<file path="config.mk">
export PLATFORM = sky130hd
export DESIGN_NAME = stpc_front
export DESIGN_NICKNAME = d
export VERILOG_FILES = /design/src/hw/rtl/splay_tree_prefix_codec_macros.svh /design/src/hw/rtl/stpc_pkg.sv /design/src/hw/rtl/stpc_front.sv
export SDC_FILE = /design/constraint.sdc
export NUM_CORES = 1
export LEC_CHECK = 0
export BUFFER_PORTS_ARGS = -buffer_cell sky130_fd_sc_hd__buf_2
export CORE_ASPECT_RATIO = 0.5
export CORE_MARGIN = 8
export CORE_UTILIZATION = 40
export CTS_BUF_LIST = sky130_fd_sc_hd__clkbuf_8
export CTS_CLUSTER_SIZE = 40
export DETAILED_ROUTE_END_ITERATION = 6
export HOLD_SLACK_MARGIN = 0.05
export SLEW_MARGIN = 15
export SYNTH_ARGS = -nofsm -noshare
export SYNTH_HDL_FRONTEND = slang
export SYNTH_SLANG_ARGS = --single-unit
</file>
<file path="constraint.sdc">
create_clock -name clk -period 2.5 [get_ports clk]
set_input_delay 0 -clock clk [delete_from_list [all_inputs] [get_ports clk]]
set_output_delay 0 -clock clk [all_outputs]
set_load 0.01 [all_outputs]
</file>
<file path="src/hw/rtl/splay_tree_prefix_codec_macros.svh">
// Assertion macros shared by the splay-tree prefix codec RTL.
// Included by files that carry concurrent checks; no other dependencies.
`ifndef SPLAY_TREE_PREFIX_CODEC_MACROS_SVH
`define SPLAY_TREE_PREFIX_CODEC_MACROS_SVH

// same-cycle implication check
`define STPC_CHECK(lbl, ck, rs, ante, cons, msg) \
  lbl: assert property (@(posedge ck) disable iff (rs) (ante) |-> (cons)) \
    else $error(msg);

// next-cycle implication check
`define STPC_CHECK_NEXT(lbl, ck, rs, ante, cons, msg) \
  lbl: assert property (@(posedge ck) disable iff (rs) (ante) |=> (cons)) \
    else $error(msg);

`endif

</file>
<file path="src/hw/rtl/stpc_pkg.sv">
// Package for the splay-tree prefix codec: word types and job codes.
// No dependencies; imported by every module of the block.
`default_nettype none
package stpc_pkg;

  typedef struct packed {
    logic       cmd;
    logic [7:0] in_byte;
  } in_word_t;

  typedef struct packed {
    logic [7:0] out_byte;
    logic       byte_valid;
    logic       stream_end;
    logic       bad_stream;
    logic       last_of_run;
  } out_word_t;

  // job code = {direction, cmd}
  localparam logic [1:0] OP_CDATA = 2'b00;
  localparam logic [1:0] OP_CEND  = 2'b01;
  localparam logic [1:0] OP_DDATA = 2'b10;
  localparam logic [1:0] OP_DEND  = 2'b11;

  typedef struct packed {
    logic [1:0] op;
    logic [7:0] data;
  } job_t;

  typedef struct packed {
    logic clearing;
  } stat_t;

endpackage
`default_nettype wire

</file>
<file path="src/hw/rtl/stpc_front.sv">
// Front end: config register, input word classification and a 2-deep job queue.
// Depends on stpc_pkg.
`default_nettype none
module stpc_front import stpc_pkg::*; (
  input  wire logic     clk,
  input  wire logic     rst,
  input  wire logic     push,
  output logic          full,
  input  wire in_word_t in_word,
  input  wire logic     cfg_valid,
  output logic          cfg_ready,
  input  wire logic     cfg_data,
  output logic          job_valid,
  output job_t          job,
  input  wire logic     job_pop,
  input  wire stat_t    stat
);

  logic       direction;
  job_t       q [2];
  logic [1:0] cnt;
  logic       take;
  logic       wr_idx;

  assign cfg_ready = 1'b1;
  assign full      = (cnt == 2'd2) || stat.clearing;
  assign take      = push && !full;
  assign job_valid = (cnt != 2'd0);
  assign job       = q[0];
  // slot for the new word after an optional pop this cycle
  assign wr_idx    = (job_pop ? (cnt == 2'd2) : (cnt != 2'd0));

  always_ff @(posedge clk) begin
    if (rst) begin
      direction <= 1'b0;
      cnt       <= 2'd0;
    end else begin
      if (cfg_valid && cfg_ready) begin
        direction <= cfg_data;
      end
      cnt <= cnt + {1'b0, take} - {1'b0, job_pop};
    end
  end

  always_ff @(posedge clk) begin
    if (take && !wr_idx) begin
      q[0] <= '{op: {direction, in_word.cmd}, data: in_word.in_byte};
    end else if (job_pop) begin
      q[0] <= q[1];
    end
    if (take && wr_idx) begin
      q[1] <= '{op: {direction, in_word.cmd}, data: in_word.in_byte};
    end
  end

endmodule
`default_nettype wire

</file>
==> out/metrics.csv <==
metric;value;unit
status;finished, final reports clean;
Synth top cells by count;20 x edfxtp_1, 11 x buf_4, 10 x mux2_4;
Die Area;4600;um2
Compound-Gate Fraction of Synth Area;2.28;%
nets@finish;115;
static leakage;0.564;nW
Routed WL per cell;13.0;um
DP Worst Slack;0.734;ns
clk_lat worst skew;0.26;ns
adder-cell share of the synthesized area;2.40;%
Main synth FF type;edfxtp_1;
global-route wire length before repair;2.69;mm
worst min-delay path class;primary input to flip-flop;
die height;52.1;um
largest cells by area after synthesis;edfxtp_1 57%, mux2_4 14%, buf_4 7.9%, dfxtp_1 5.7%, ha_1 2.4%;
largest net degree at the start of global routing;14;
initial antenna violation count;0;
cell area after synthesis;1040;um2
Slew Limit Fails;0;
max cap viols;0;
Top cell by count, worst path;ha_1;
Pwr per Cell Area;651;nW/um2
Port Buffers;27;
# setup viols final;0;
CP Max Fanout;4;
slack of the critical path;0.740;ns
max incr delay on CP;0.42;ns
Ys Warns;0;
Hold Path Stages;4;
WP depth;8;
antenna cells;0;
First DRT Iteration DRCs;6;
sequential share of the synthesized area;63.2;%
VDD IR max;0.360;mV
Post-CTS Resized;0;
total global routing overflow;0;
Post-Synth XOR/XNOR Area;1.68;%
layout cells sized above 1;47.9;%
vias;557;
Post-Route Skew;0.00232;ns
Worst-path clk slew;0.08;ns
slowest stage cell, crit path;dfxtp_1;
post-synthesis mux area share;15.3;%
Synth top area share;57.5;%
Detailed Route WL;1.72;mm
CTS root buffer;clkbuf_8;
EDFF count, synth;20;
WP data arrival;1.91;ns
CTS buffer count;3;
TritonCTS clock tree;yes;
Setup TNS Final;0;ns
Starting Density;41.2;%
R2R cell count;8;
clk buf depth;2;
Detailed Place HPWL;1.30;mm
Fin. Hold Viols;0;
Mapped Cells;62;
synthesized flop and latch total;23;
routed vias/inst;4.19;
vias in the first global route;609;
Setup CP Type;flip-flop to flip-flop;
total clock sinks;23;
worst path cell trace;nor2b_4 -> or2_1 -> ha_1 -> inv_1 -> ha_1 -> xor2_1 -> xnor2_1 -> nor2_1;
# IOs;29;
min cycle time layout;1.76;ns
Final ANT Viol Nets;0;
GP Congestion;0.624;
RSZ-0062 raised after global routing;no;
Area growth, synth to finish;26.8;%
main combinational cell family by area after synthesis;multiplexers;
Die X;88.3;um
simple-gate portion of the synthesized area;6.47;%
Total GRT Usage;7.85;%
Synthesized Nets;80;
endpoint class of the critical path;flip-flop;
Top delay family on crit path;adder cells;
most common cell in the netlist;edfxtp_1;
DRC viols;0;
Avg Synthesized Cell Area;16.9;um2
drt pass-1 iters;3;
Site Rows;13;
Buf/Inv on CP;1;
FFs w/ async S/R, synth;0;%
WP data required;2.65;ns
area leader, netlist;edfxtp_1;
Core Footprint;2540;um2
Period Utilization, post-route;70.4;%
Netlist cell types;18;
Worst setup SP type;flip-flop;
Max Freq;0.568;GHz
# H-tree levels;1;
-- registers in the layout, summed over array words and instances (netlist names) --
| signal | cells |
|---|---|
| cnt | 2 |
| q | 20 |
| direction | 1 |
-- per-stage QoR --
step                      std cells  cell area [um2]  utilization (%)  power [mW]  hold slack, ns
after global placement          117             1160             45.7       0.622           0.195
after floorplan                  62             1040                -       0.596          0.0716
after global routing            133             1330             52.2       0.906           0.286
after CTS                       133             1330             52.2       0.873           0.262
final                           133             1330             52.2       0.863           0.263
after detailed placement        117             1160             45.7       0.636           0.196
-- cell usage in the layout, fill, tap and decap left out, drive strengths merged, types with 2 or more instances in the layout --
cell type and n:
nor2 2, ha 2, dfxtp 3, nor2b 2, mux2 10, buf 29, clkbuf 3, edfxtp 20
or2 3, dlygate4sd3 12
-- worst paths after layout --
| path | slack, ns | startpoint | end |
|---|---|---|---|
| worst max-delay path | 0.74 | cnt[0] | cnt[1] |
| worst min-delay path | 0.26 | job_pop | cnt[1] |
| worst max register to register | 0.74 | cnt[0] | cnt[1] |
| worst min register to register | 0.47 | direction | q[0][19] |
-- layout make-up --
type	count	area, um2
multi-input cells	27	298
well taps	37	46.3
clock buffers	3	41.3
clock inverters	1	5.00
flip-flops and latches	23	661
fillers	224	1210
inverters	1	3.75
repair buffers	41	270
-- power by group --
| part | internal, mW | total, mW | switching (mW) | leakage [nW] |
|---|---|---|---|---|
| logic | 0.0938 | 0.172 | 0.0781 | 0.324 |
| clock network | 0.111 | 0.225 | 0.114 | 0.0255 |
| registers | 0.452 | 0.466 | 0.0142 | 0.215 |
-- kinds of logic (layout without fill, tap and decap cells) --
family / Yosys count / count (layout)
compound gates: 2 / 2
flops: 23 / 23
simple gates: 9 / 9
buf+inv: 12 / 46
fa+ha+maj: 2 / 2
mux: 11 / 11
other cells: 1 / 1
xor+xnor: 2 / 2
-- metal layers --
| layer | vias up | GRT usage, % | wire [um] |
|---|---|---|---|
| met4 | 0 | 1.66 | 17 |
| met5 | - | 0 | 0 |
| met3 | 2 | 3.45 | 95 |
| met1 | 260 | 7.69 | 724 |
| met2 | 17 | 15.1 | 885 |
| li1 | 278 | - | - |
-- worst register-to-register path: cells and delay by family, from the launching register on --
family / cells / cell delay, ns
AND/OR/NAND/NOR: 3 / 0.37
XOR/XNOR: 2 / 0.38
buffers and inverters: 1 / 0.06
flip-flops: 1 / 0.42
adder cells (fa/ha/maj): 2 / 0.42
-- what timing repair did --
item                                    in CTS  in global routing
hold buffers                                12                  0
hold endpoints to repair                    13                  0
buffers inserted                             0                  0
endpoints found under the setup margin       0                  0
(Power assumes the default switching activity.)
