**src/hw/rtl/splay_tree_prefix_codec_macros.svh**
```systemverilog
// Assertion macros shared by the splay-tree prefix codec RTL.
// Included by files that carry concurrent checks; no other dependencies.
`ifndef SPLAY_TREE_PREFIX_CODEC_MACROS_SVH
`define SPLAY_TREE_PREFIX_CODEC_MACROS_SVH

// same-cycle implication check
`define STPC_CHECK(lbl, ck, rs, ante, cons, msg) \
  lbl: assert property (@(posedge ck) disable iff (rs) (ante) |-> (cons)) \
    else $error(msg);

// next-cycle implication check
`define STPC_CHECK_NEXT(lbl, ck, rs, ante, cons, msg) \
  lbl: assert property (@(posedge ck) disable iff (rs) (ante) |=> (cons)) \
    else $error(msg);

`endif

```
**src/hw/rtl/stpc_pkg.sv**
```systemverilog
// Package for the splay-tree prefix codec: word types and job codes.
// No dependencies; imported by every module of the block.
`default_nettype none
package stpc_pkg;

  typedef struct packed {
    logic       cmd;
    logic [7:0] in_byte;
  } in_word_t;

  typedef struct packed {
    logic [7:0] out_byte;
    logic       byte_valid;
    logic       stream_end;
    logic       bad_stream;
    logic       last_of_run;
  } out_word_t;

  // job code = {direction, cmd}
  localparam logic [1:0] OP_CDATA = 2'b00;
  localparam logic [1:0] OP_CEND  = 2'b01;
  localparam logic [1:0] OP_DDATA = 2'b10;
  localparam logic [1:0] OP_DEND  = 2'b11;

  typedef struct packed {
    logic [1:0] op;
    logic [7:0] data;
  } job_t;

  typedef struct packed {
    logic clearing;
  } stat_t;

endpackage
`default_nettype wire

```
**src/hw/rtl/stpc_outq.sv**
```systemverilog
// Result queue: 4-entry FIFO of result words between engine and output ports.
// Depends on stpc_pkg.
`default_nettype none
module stpc_outq import stpc_pkg::*; (
  input  wire logic      clk,
  input  wire logic      rst,
  input  wire logic      wr,
  input  wire out_word_t wdata,
  output logic           oq_full,
  output logic           empty,
  input  wire logic      pop,
  output out_word_t      out_word
);

  out_word_t  mem [4];
  logic [1:0] rp;
  logic [1:0] wp;
  logic [2:0] cnt;
  logic       rd;
  logic       we;

  assign oq_full  = (cnt == 3'd4);
  assign empty    = (cnt == 3'd0);
  assign we       = wr && !oq_full;
  assign rd       = pop && !empty;
  assign out_word = mem[rp];

  always_ff @(posedge clk) begin
    if (rst) begin
      rp  <= 2'd0;
      wp  <= 2'd0;
      cnt <= 3'd0;
    end else begin
      if (we) begin
        wp <= wp + 2'd1;
      end
      if (rd) begin
        rp <= rp + 2'd1;
      end
      cnt <= cnt + {2'd0, we} - {2'd0, rd};
    end
  end

  always_ff @(posedge clk) begin
    if (we) begin
      mem[wp] <= wdata;
    end
  end

endmodule
`default_nettype wire

```
**config.mk**
```make
export PLATFORM = sky130hd
export DESIGN_NAME = stpc_outq
export DESIGN_NICKNAME = d
export VERILOG_FILES = /design/src/hw/rtl/splay_tree_prefix_codec_macros.svh /design/src/hw/rtl/stpc_pkg.sv /design/src/hw/rtl/stpc_outq.sv
export SDC_FILE = /design/constraint.sdc
export NUM_CORES = 1
export LEC_CHECK = 0
export ABC_AREA = 1
export BUFFER_PORTS_ARGS = -buffer_cell sky130_fd_sc_hd__buf_2
export CAP_MARGIN = 20
export CORE_MARGIN = 2
export CORE_UTILIZATION = 50
export CTS_CLUSTER_SIZE = 16
export DETAILED_ROUTE_END_ITERATION = 12
export PLACE_DENSITY = 0.75
export SLEW_MARGIN = 20
export SYNTH_ARGS = -nofsm -noshare
export SYNTH_HDL_FRONTEND = slang
export SYNTH_SLANG_ARGS = --single-unit
```
**constraint.sdc**
```tcl
create_clock -name clk -period 1.91 [get_ports clk]
set_input_delay 0.0955 -clock clk [delete_from_list [all_inputs] [get_ports clk]]
set_output_delay 0.0955 -clock clk [all_outputs]
set_load 0.05 [all_outputs]
```
==> results of run 1 <==
==> what timing repair did <==
action	4_1_cts	5_1_grt
pin swaps	0	6
hold buffers	13	0
gates resized for setup	1	6
setup buffers	0	3
cloned	0	0
endpoints found under the setup margin	6	2
endpoints found under the hold margin	50	0
==> how the worst max path moves through the flow <==
stage | depth (start not counted) | from | slack [ns] | endpoint
floorplan | 10 | cnt[2]$_SDFF_PP0_ | -0.005 | cnt[1]$_SDFF_PP0_
global placement | 10 | cnt[1]$_SDFF_PP0_ | 0.14 | cnt[2]$_SDFF_PP0_
detailed placement | 10 | cnt[1]$_SDFF_PP0_ | 0.11 | cnt[2]$_SDFF_PP0_
CTS | 10 | cnt[1]$_SDFF_PP0_ | 0.07 | cnt[1]$_SDFF_PP0_
global route | 10 | cnt[0]$_SDFF_PP0_ | -0.06 | cnt[1]$_SDFF_PP0_
finish | 10 | cnt[0]$_SDFF_PP0_ | 0.03 | cnt[1]$_SDFF_PP0_
==> layout by cell type (no fill, tap or decap) <==
master / synthesis / routed
nor2_2: 0 / 2
buf_4: 2 / 11
clkinvlp_4: 0 / 1
inv_1: 19 / 17
nand3_1: 4 / 4
bufinv_16: 0 / 2
clkbuf_1: 0 / 2
o21ai_1: 16 / 16
o22ai_1: 12 / 12
nor2_4: 0 / 1
o21ai_0: 8 / 8
dfxtp_4: 0 / 1
dfxtp_1: 9 / 5
nor2_1: 38 / 35
buf_2: 2 / 29
edfxtp_1: 48 / 48
clkbuf_8: 0 / 12
a21oi_1: 5 / 5
inv_2: 1 / 2
dfxtp_2: 0 / 3
ha_1: 6 / 5
fa_2: 0 / 1
nand2_1: 12 / 11
ha_2: 0 / 1
nand2_2: 0 / 1
dlygate4sd3_1: 0 / 13
==> critical path, cell delays in order, from the launching register on <==
cell,delay (ns)
dfxtp_2,0.33
nor2_4,0.11
nand2_2,0.09
clkinvlp_4,0.08
nor2_2,0.03
ha_1,0.26
inv_1,0.04
ha_2,0.18
fa_2,0.54
inv_2,0.04
nor2_2,0.09
==> flip-flops by register name, indices dropped and copies added, names as in the netlist, named ones only <==
name  count
cnt       3
mem      48
rp        2
wp        2
==> per-layer routing <==
metal,track usage,vias up
met5,0,-
met2,0.270,32
met3,0.0549,7
li1,-,763
met4,0.0755,0
met1,0.215,706
==> power by group through the flow <==
| stage | clock (mW) | sequential [mW] | combinational [mW] |
|---|---|---|---|
| detailed placement | 0 | 1.65 | 1.39 |
| CTS | 1.30 | 1.63 | 1.41 |
| global route | 1.35 | 1.66 | 1.65 |
| finish | 1.27 | 1.64 | 1.52 |
| global placement | 0 | 1.65 | 1.37 |
| floorplan | 0 | 1.62 | 1.11 |
==> cells by family after synthesis <==
group / Yosys count / synth area share
buf+inv: 26 / 0.0541
compound gates: 41 / 0.0971
flops: 57 / 0.715
simple gates: 54 / 0.0916
fa+ha+maj: 7 / 0.0419
==> layout make-up <==
type	count	area, um^2	area share
Sequential cell	57	1630	0.560
Multi-Input combinational cell	102	543	0.187
Timing Repair Buffer	53	358	0.123
Clock buffer	14	173	0.0594
Inverter	20	78.8	0.0271
Tap cell	52	65.1	0.0224
Clock inverter	2	60.1	0.0207
==> metrics by stage <==
stage,power (mW),instance area (um^2),hold WS (ns)
after floorplan,2.72,2280,0.159
after CTS,4.34,2870,0.0446
after global placement,3.01,2500,0.282
after global routing,4.66,2910,0.111
after detailed placement,3.04,2500,0.278
final,4.44,2910,0.0726
==> impl_metrics.toml, run 1 <==
[finish]
utilization = 0.668
fin_nets = 266
layoutNonFillerInstCount = 300
area_growth_pct = 28.2
fillCellCount = 315
drive_gt1_frac = 0.270
diodes = 0

[floorplan]
dieArea_mm2 = 0.00509
fp-row-count = 24
die_w_um = 71.3
start_util = 0.521
ios = 30
core_area_mm2 = 0.00435
die-height_um = 71.3

[power_and_ir_drop]
vdd.ir_drop.worst_uv = 917
p_sw_frac = 0.361
p_int_mw = 2.83
p_clk_frac = 0.287
leakagePower_nw = 1.15
seqPwrFrac = 0.370
p_comb_frac = 0.342
powerDensity_mw_per_mm2 = 1530
power_switching_mw = 1.60

[drt]
drt-met1-wl_um = 1770
vias = 1508
drt_wl_total_um = 4160
drt_pass1_iterations = 4
viasPerCell = 5.03
wl_met3_um = 201
highest_layer = "met4"
wl_met2_um = 2110
dr.first_iter.drc_count = 75
route.detailed.drc = 0
wl_per_cell_um = 13.9
antenna_left = 0

[synthesis]
synth_cells = 185
syn_avg_cell_area_um2 = 12.3
synth-async-reset-ratio = 0
synth.area.top_cells = "edfxtp_1, dfxtp_1, nor2_1, o21ai_1, ha_1"
synth_cell_type_count = 16
synth_edf_count = 48
ys_seq_area_frac = 0.715
ys_top_cells_by_count = "edfxtp_1, nor2_1, inv_1, o21ai_1"
synth_top_area_share = 0.636
ys_ff_latch = 57
syn_area_mm2 = 0.00227
yosys_warnings = 0
synth_nets = 208
yosysTopAreaCell = "edfxtp_1"
yosysMostFrequentCell = "edfxtp_1"
synthFlopType = "edfxtp_1"

[clock_network]
cts_root_buf = "clkbuf_8"
cts.sinks = 57
path_clk_slew_ns = 0.06
clkLatencyLatePin_ns = 0.33
cts_tree = "yes"
cts_max_path_buffers = 2
cts_buffers = 9
htree_levels = 3

[worst_setup_path]
reg2regPathDepth = 10
required_ns = 2.17
critPathArrivalTime_ns = 2.13
start_kind = "flip-flop"
critPathKind = "reg -> reg"
r2r_setup_slack_ns = 0.03
end_kind = "flip-flop"
crit_path_max_fanout = 3
r2r-start = "cnt[0]$_SDFF_PP0_"
r2r-end = "cnt[1]$_SDFF_PP0_"

[global_route]
grt_pass1_vias = 1398
grt_pass1_wl_um = 6340
antenna_found_initial = 0
grt_overflow = 0
grt_start_max_net_pins = 25
grt_usage = 0.170

[sta]
slew-limit-headroom = 0.734
max_freq_mhz = 533
min_period_ns = 1.88
tns_ns = 0
rsz0062_at_grt = "yes"
drv_slew = 0
fin_skew_ns = 0.00815
fin_ws_ns = 0.0328
fin_crit_sh = 0.983
tightest_slew_ns = 0.399
setup_viol = 0
finalHoldViolations = 0

[run]
cap_violations = 0

[worst_hold_path]
hp-start = "pop"
hold_path_class = "in -> reg"
whs_path_depth = 3

[placed_design]
place_congestion = 0.825
numPortBuffers = 29
place_ws_ns = 0.110
post-dp-hpwl_um = 2470
dp_cells = 268

[status]
status = "complete, no violations"
(Power assumes the default switching activity.)
==> inputs of run 2 (changes only) <==
Settings changed: BUFFER_PORTS_ARGS -buffer_cell sky130_fd_sc_hd__buf_2 to -buffer_cell sky130_fd_sc_hd__buf_4.
==> run 2 against run 1 <==
Via count fell by 0.20%. Largest cell class unchanged. Setup slack improved by 0.086 ns. Count of clock-buffer cells in the layout fell by 5.
==> impl_metrics.toml, run 2 (synthesis gave the netlist of run 1 again) <==
[finish]
diodes = 0
fin_nets = 266
largest_register_ffs = 48
top_regs = "mem: 48 flops, cnt: 3 flops"
utilization = 0.674
drive_gt1_frac = 0.262
area_growth_pct = 29.5
most-common-layout-cells = "edfxtp_1, buf_4, nor2_1"
largest_register = "mem"
layout_commonest_cell = "edfxtp_1"
fillCellCount = 344
layoutNonFillerInstCount = 300

[floorplan]
fp-row-count = 24
die_w_um = 71.3
start_util = 0.521
die-height_um = 71.3
dieArea_mm2 = 0.00509
ios = 30
core_area_mm2 = 0.00435

[sta]
tightest_slew_ns = 0.400
drv_slew = 0
rsz0062_at_grt = "no"
slew-limit-headroom = 0.733
setup_viol = 0
fin_skew_ns = 0.00822
max_freq_mhz = 558
finalHoldViolations = 0
fin_ws_ns = 0.119
tns_ns = 0
fin_crit_sh = 0.938
min_period_ns = 1.79

[drt]
drt_pass1_iterations = 4
vias = 1505
drt_wl_total_um = 3960
antenna_left = 0
route.detailed.drc = 0
viasPerCell = 5.02
dr.first_iter.drc_count = 113
wl_per_cell_um = 13.2

[worst_setup_path]
end_kind = "flip-flop"
slowest_stage = "fa_2"
crit_path_max_fanout = 3
path_cells = "nor2_4 -> nand2_2 -> clkinvlp_4 -> nor2_1 -> ha_1 -> inv_1 -> ha_2 -> fa_2 -> inv_1 -> nor2_1"
crit_family = "adder cells"
r2r_setup_slack_ns = 0.12
critPathBufInv = 3
required_ns = 2.18
critPathKind = "reg -> reg"
start_kind = "flip-flop"
r2r-end = "cnt[1]$_SDFF_PP0_"
r2r-start = "cnt[1]$_SDFF_PP0_"
critPathArrivalTime_ns = 2.06
cp.depth = 10
max_stage_delay_ns = 0.51
reg2regPathDepth = 10

[clock_network]
cts.sinks = 57
clkLatencyLatePin_ns = 0.33
cts_root_buf = "clkbuf_8"
path_clk_slew_ns = 0.07
cts_max_path_buffers = 2
cts_tree = "yes"
cts_buffers = 9
htree_levels = 3

[placed_design]
place_congestion = 0.811
numPortBuffers = 29
post-dp-hpwl_um = 2570
dp_cells = 269
place_ws_ns = 0.0684

[status]
status = "complete, no violations"

[worst_hold_path]
hp-start = "pop"
whs_path_depth = 3
hold_path_end = "rp[0]$_SDFFE_PP0P_"
hold_path_class = "in -> reg"

[power_and_ir_drop]
seqPwrFrac = 0.379
vdd.ir_drop.worst_uv = 864
leakagePower_nw = 1.15
p_clk_frac = 0.250
p_int_mw = 2.67
power_switching_mw = 1.62
finalPower_mw = 4.28
p_sw_frac = 0.377
powerDensity_mw_per_mm2 = 1460
p_comb_frac = 0.371

[global_route]
grt_overflow = 0
grt_pass1_vias = 1428
grt_usage = 0.175
antenna_found_initial = 0
grt_pass1_wl_um = 6470
grt_start_max_net_pins = 25

[run]
cap_violations = 0
run 2: per-stage QoR:
step                      cell area (um^2)  hold slack (ns)
after floorplan                       2280            0.159
after global placement                2580            0.265
after detailed placement              2580            0.267
after CTS                             2910          0.00928
after global routing                  2940           0.0474
final                                 2940           0.0300
run 2: power by group through the flow:
stage | clock network, mW | logic (mW) | registers [mW]
after floorplan | 0 | 1.11 | 1.62
after global placement | 0 | 1.48 | 1.64
after detailed placement | 0 | 1.51 | 1.64
after CTS | 1.10 | 1.53 | 1.62
after global routing | 1.15 | 1.73 | 1.64
final | 1.07 | 1.59 | 1.63
run 2: repair_timing:
item,in CTS,in global routing
endpoints found under the hold margin,50,0
setup buffers,0,2
hold buffers,13,0
resized for setup,0,3
setup endpoints to repair,0,2
run 2: worst max path at each step:
stage / start / to
detailed placement: cnt[1]$_SDFF_PP0_ / cnt[2]$_SDFF_PP0_
global placement: cnt[1]$_SDFF_PP0_ / cnt[2]$_SDFF_PP0_
CTS: cnt[1]$_SDFF_PP0_ / cnt[2]$_SDFF_PP0_
global route: flip-flop / out_word[10]
finish: cnt[1]$_SDFF_PP0_ / cnt[1]$_SDFF_PP0_
floorplan: cnt[2]$_SDFF_PP0_ / cnt[1]$_SDFF_PP0_
run 2: per-layer routing:
metal	routed length, um	GRT usage	vias up
li1	-	-	761
met1	1620	0.206	689
met2	1960	0.280	47
met3	275	0.0577	8
met4	97	0.105	0
met5	0	0	-
run 2: final cells by class:
class	count	area, um^2	share of cell area
Inverter	20	78.8	0.0269
Clock buffer	9	124	0.0422
Multi-Input combinational cell	102	542	0.185
Sequential cell	57	1630	0.554
Clock inverter	7	70.1	0.0239
Timing Repair Buffer	53	430	0.147
Tap cell	52	65.1	0.0222
run 2: worst register-to-register path, stage by stage, from the launching register on:
cell	delay, ns
dfxtp_2	0.34
nor2_4	0.11
nand2_2	0.09
clkinvlp_4	0.07
nor2_1	0.03
ha_1	0.26
inv_1	0.04
ha_2	0.17
fa_2	0.51
inv_1	0.04
nor2_1	0.06
==> inputs of run 3 (changes only) <==
Settings changed: RECOVER_POWER set to 100.
==> run 3 against run 2 <==
Sequential share of layout area up 1.6 points. Maximum frequency grew 0.16%. Setup slack better by 0.0029 ns. Combinational power shrank 6%. Via count down 0.73%. Power down 2.1%. Utilization decreased by 1.9 points. Non-clock buffer count unchanged. Clock skew hardly changed. Critical endpoint unchanged. Largest power group unchanged. Highest routed layer unchanged.
==> impl_metrics.toml, run 3 (synthesis gave the netlist of run 1 again) <==
[worst_setup_path]
critPathKind = "reg -> reg"
crit_family = "adder cells"
r2r_setup_slack_ns = 0.12
reg2regPathDepth = 10
critPathBufInv = 3
r2r-end = "cnt[1]$_SDFF_PP0_"
slowest_stage = "fa_2"
start_kind = "flip-flop"
critPathArrivalTime_ns = 2.06
required_ns = 2.18
path_cells = "nor2_4 -> nand2_2 -> clkinvlp_4 -> nor2_1 -> ha_1 -> inv_1 -> ha_2 -> fa_2 -> inv_1 -> nor2_1"
crit_path_max_fanout = 3
max_stage_delay_ns = 0.51
end_kind = "flip-flop"
r2r-start = "cnt[1]$_SDFF_PP0_"

[floorplan]
core_area_mm2 = 0.00435
fp-row-count = 24
die_w_um = 71.3
dieArea_mm2 = 0.00509
start_util = 0.521
die-height_um = 71.3
ios = 30

[clock_network]
path_clk_slew_ns = 0.07
cts.sinks = 57
cts_max_path_buffers = 2
htree_levels = 3
cts_root_buf = "clkbuf_8"
cts_tree = "yes"
clkLatencyLatePin_ns = 0.33
cts_buffers = 9

[sta]
finalHoldViolations = 0
tightest_slew_ns = 0.766
fin_ws_ns = 0.122
drv_slew = 0
rsz0062_at_grt = "no"
fin_crit_sh = 0.936
tns_ns = 0
setup_viol = 0
hold_slack_ns = 0.0302
min_period_ns = 1.79
slew-limit-headroom = 0.489
fin_skew_ns = 0.00799
max_freq_mhz = 559

[drt]
route.detailed.drc = 0
vias = 1494
drt_pass1_iterations = 4
dr.first_iter.drc_count = 130
antenna_left = 0
viasPerCell = 4.98
wl_per_cell_um = 13.2
drt_wl_total_um = 3950

[finish]
regArea_mm2 = 0.00163
fin_nets = 266
multi_input_area_um2 = 542
largest_register_ffs = 48
largest_register = "mem"
layout_commonest_cell = "edfxtp_1"
most-common-layout-cells = "edfxtp_1, nor2_1, inv_1"
area_growth_pct = 25.8
fillCellCount = 366
layoutNonFillerInstCount = 300
final_area_mm2 = 0.00285
diodes = 0
top_regs = "mem: 48 flops, cnt: 3 flops"
drive_gt1_frac = 0.194

[worst_hold_path]
hp-start = "pop"
hold_path_class = "in -> reg"
whs_path_depth = 3
hold_path_end = "rp[0]$_SDFFE_PP0P_"

[global_route]
grt_pass1_vias = 1428
grt_usage = 0.175
grt_pass1_wl_um = 6470
antenna_found_initial = 0
grt_start_max_net_pins = 25
grt_overflow = 0

[placed_design]
place_ws_ns = 0.0684
post-dp-hpwl_um = 2570
numPortBuffers = 29
dp_cells = 269
place_congestion = 0.811
placed_cell_area_mm2 = 0.00258

[power_and_ir_drop]
powerDensity_mw_per_mm2 = 1470
vdd.ir_drop.worst_uv = 826
leakagePower_nw = 1.08

[run]
cap_violations = 0

[status]
status = "complete, no violations"
run 3: cell count changes in the layout (fill, tap and decap cells not counted):
cell      change
buf_4        -27
clkbuf_1     +17
buf_2         +4
clkbuf_2      +4
o21ai_0       +4
o21ai_1       -4
clkbuf_4      +2
run 3: area by class of cell:
cell class	count	area share
Clock buffer	9	0.0434
Clock inverter	7	0.0246
Inverter	20	0.0276
Multi-Input combinational cell	102	0.190
Sequential cell	57	0.570
Tap cell	52	0.0228
Timing Repair Buffer	53	0.122
run 3: worst max-delay path by stage:
stage                      startpoint                 to  slack, ns  depth (start not counted)
floorplan           cnt[2]$_SDFF_PP0_  cnt[1]$_SDFF_PP0_     -0.005                         10
global placement    cnt[1]$_SDFF_PP0_  cnt[2]$_SDFF_PP0_       0.13                         10
detailed placement  cnt[1]$_SDFF_PP0_  cnt[2]$_SDFF_PP0_       0.07                         10
CTS                 cnt[1]$_SDFF_PP0_  cnt[2]$_SDFF_PP0_       0.06                         10
global route                flip-flop       out_word[10]       0.01                          4
finish              cnt[1]$_SDFF_PP0_  cnt[1]$_SDFF_PP0_       0.12                         10
run 3: tightest hold or removal path, cell delays in order:
cell	delay [ns]
buf_4	0.09
a21oi_1	0.07
nor2_1	0.07
run 3: metal layers:
layer	up-vias	GRT usage	part of all wire
li1	760	-	-
met1	693	0.206	0.42
met2	33	0.280	0.50
met3	8	0.0577	0.063
met4	0	0.105	0.025
met5	-	0	0
run 3: where the power goes:
group          total [mW]  internal [mW]  leakage [nW]  switching (mW)
Sequential           1.63           1.53         0.515          0.0915
Combinational        1.50          0.450         0.473            1.05
Clock                1.07          0.598        0.0893           0.472
Total                4.19           2.58          1.08            1.61
run 3: metrics by stage:
| stage | power, mW | utilization |
|---|---|---|
| finish | 4.19 | 0.655 |
| global route | 4.43 | 0.655 |
| CTS | 4.25 | 0.668 |
| detailed placement | 3.15 | 0.594 |
| global placement | 3.12 | 0.594 |
| floorplan | 2.72 | - |
run 3: what timing repair did:
action | CTS | global route
buffers inserted | 0 | 2
setup endpoints to repair | 0 | 2
endpoints found under the hold margin | 50 | 0
resized for setup | 0 | 3
hold buffers | 13 | 0
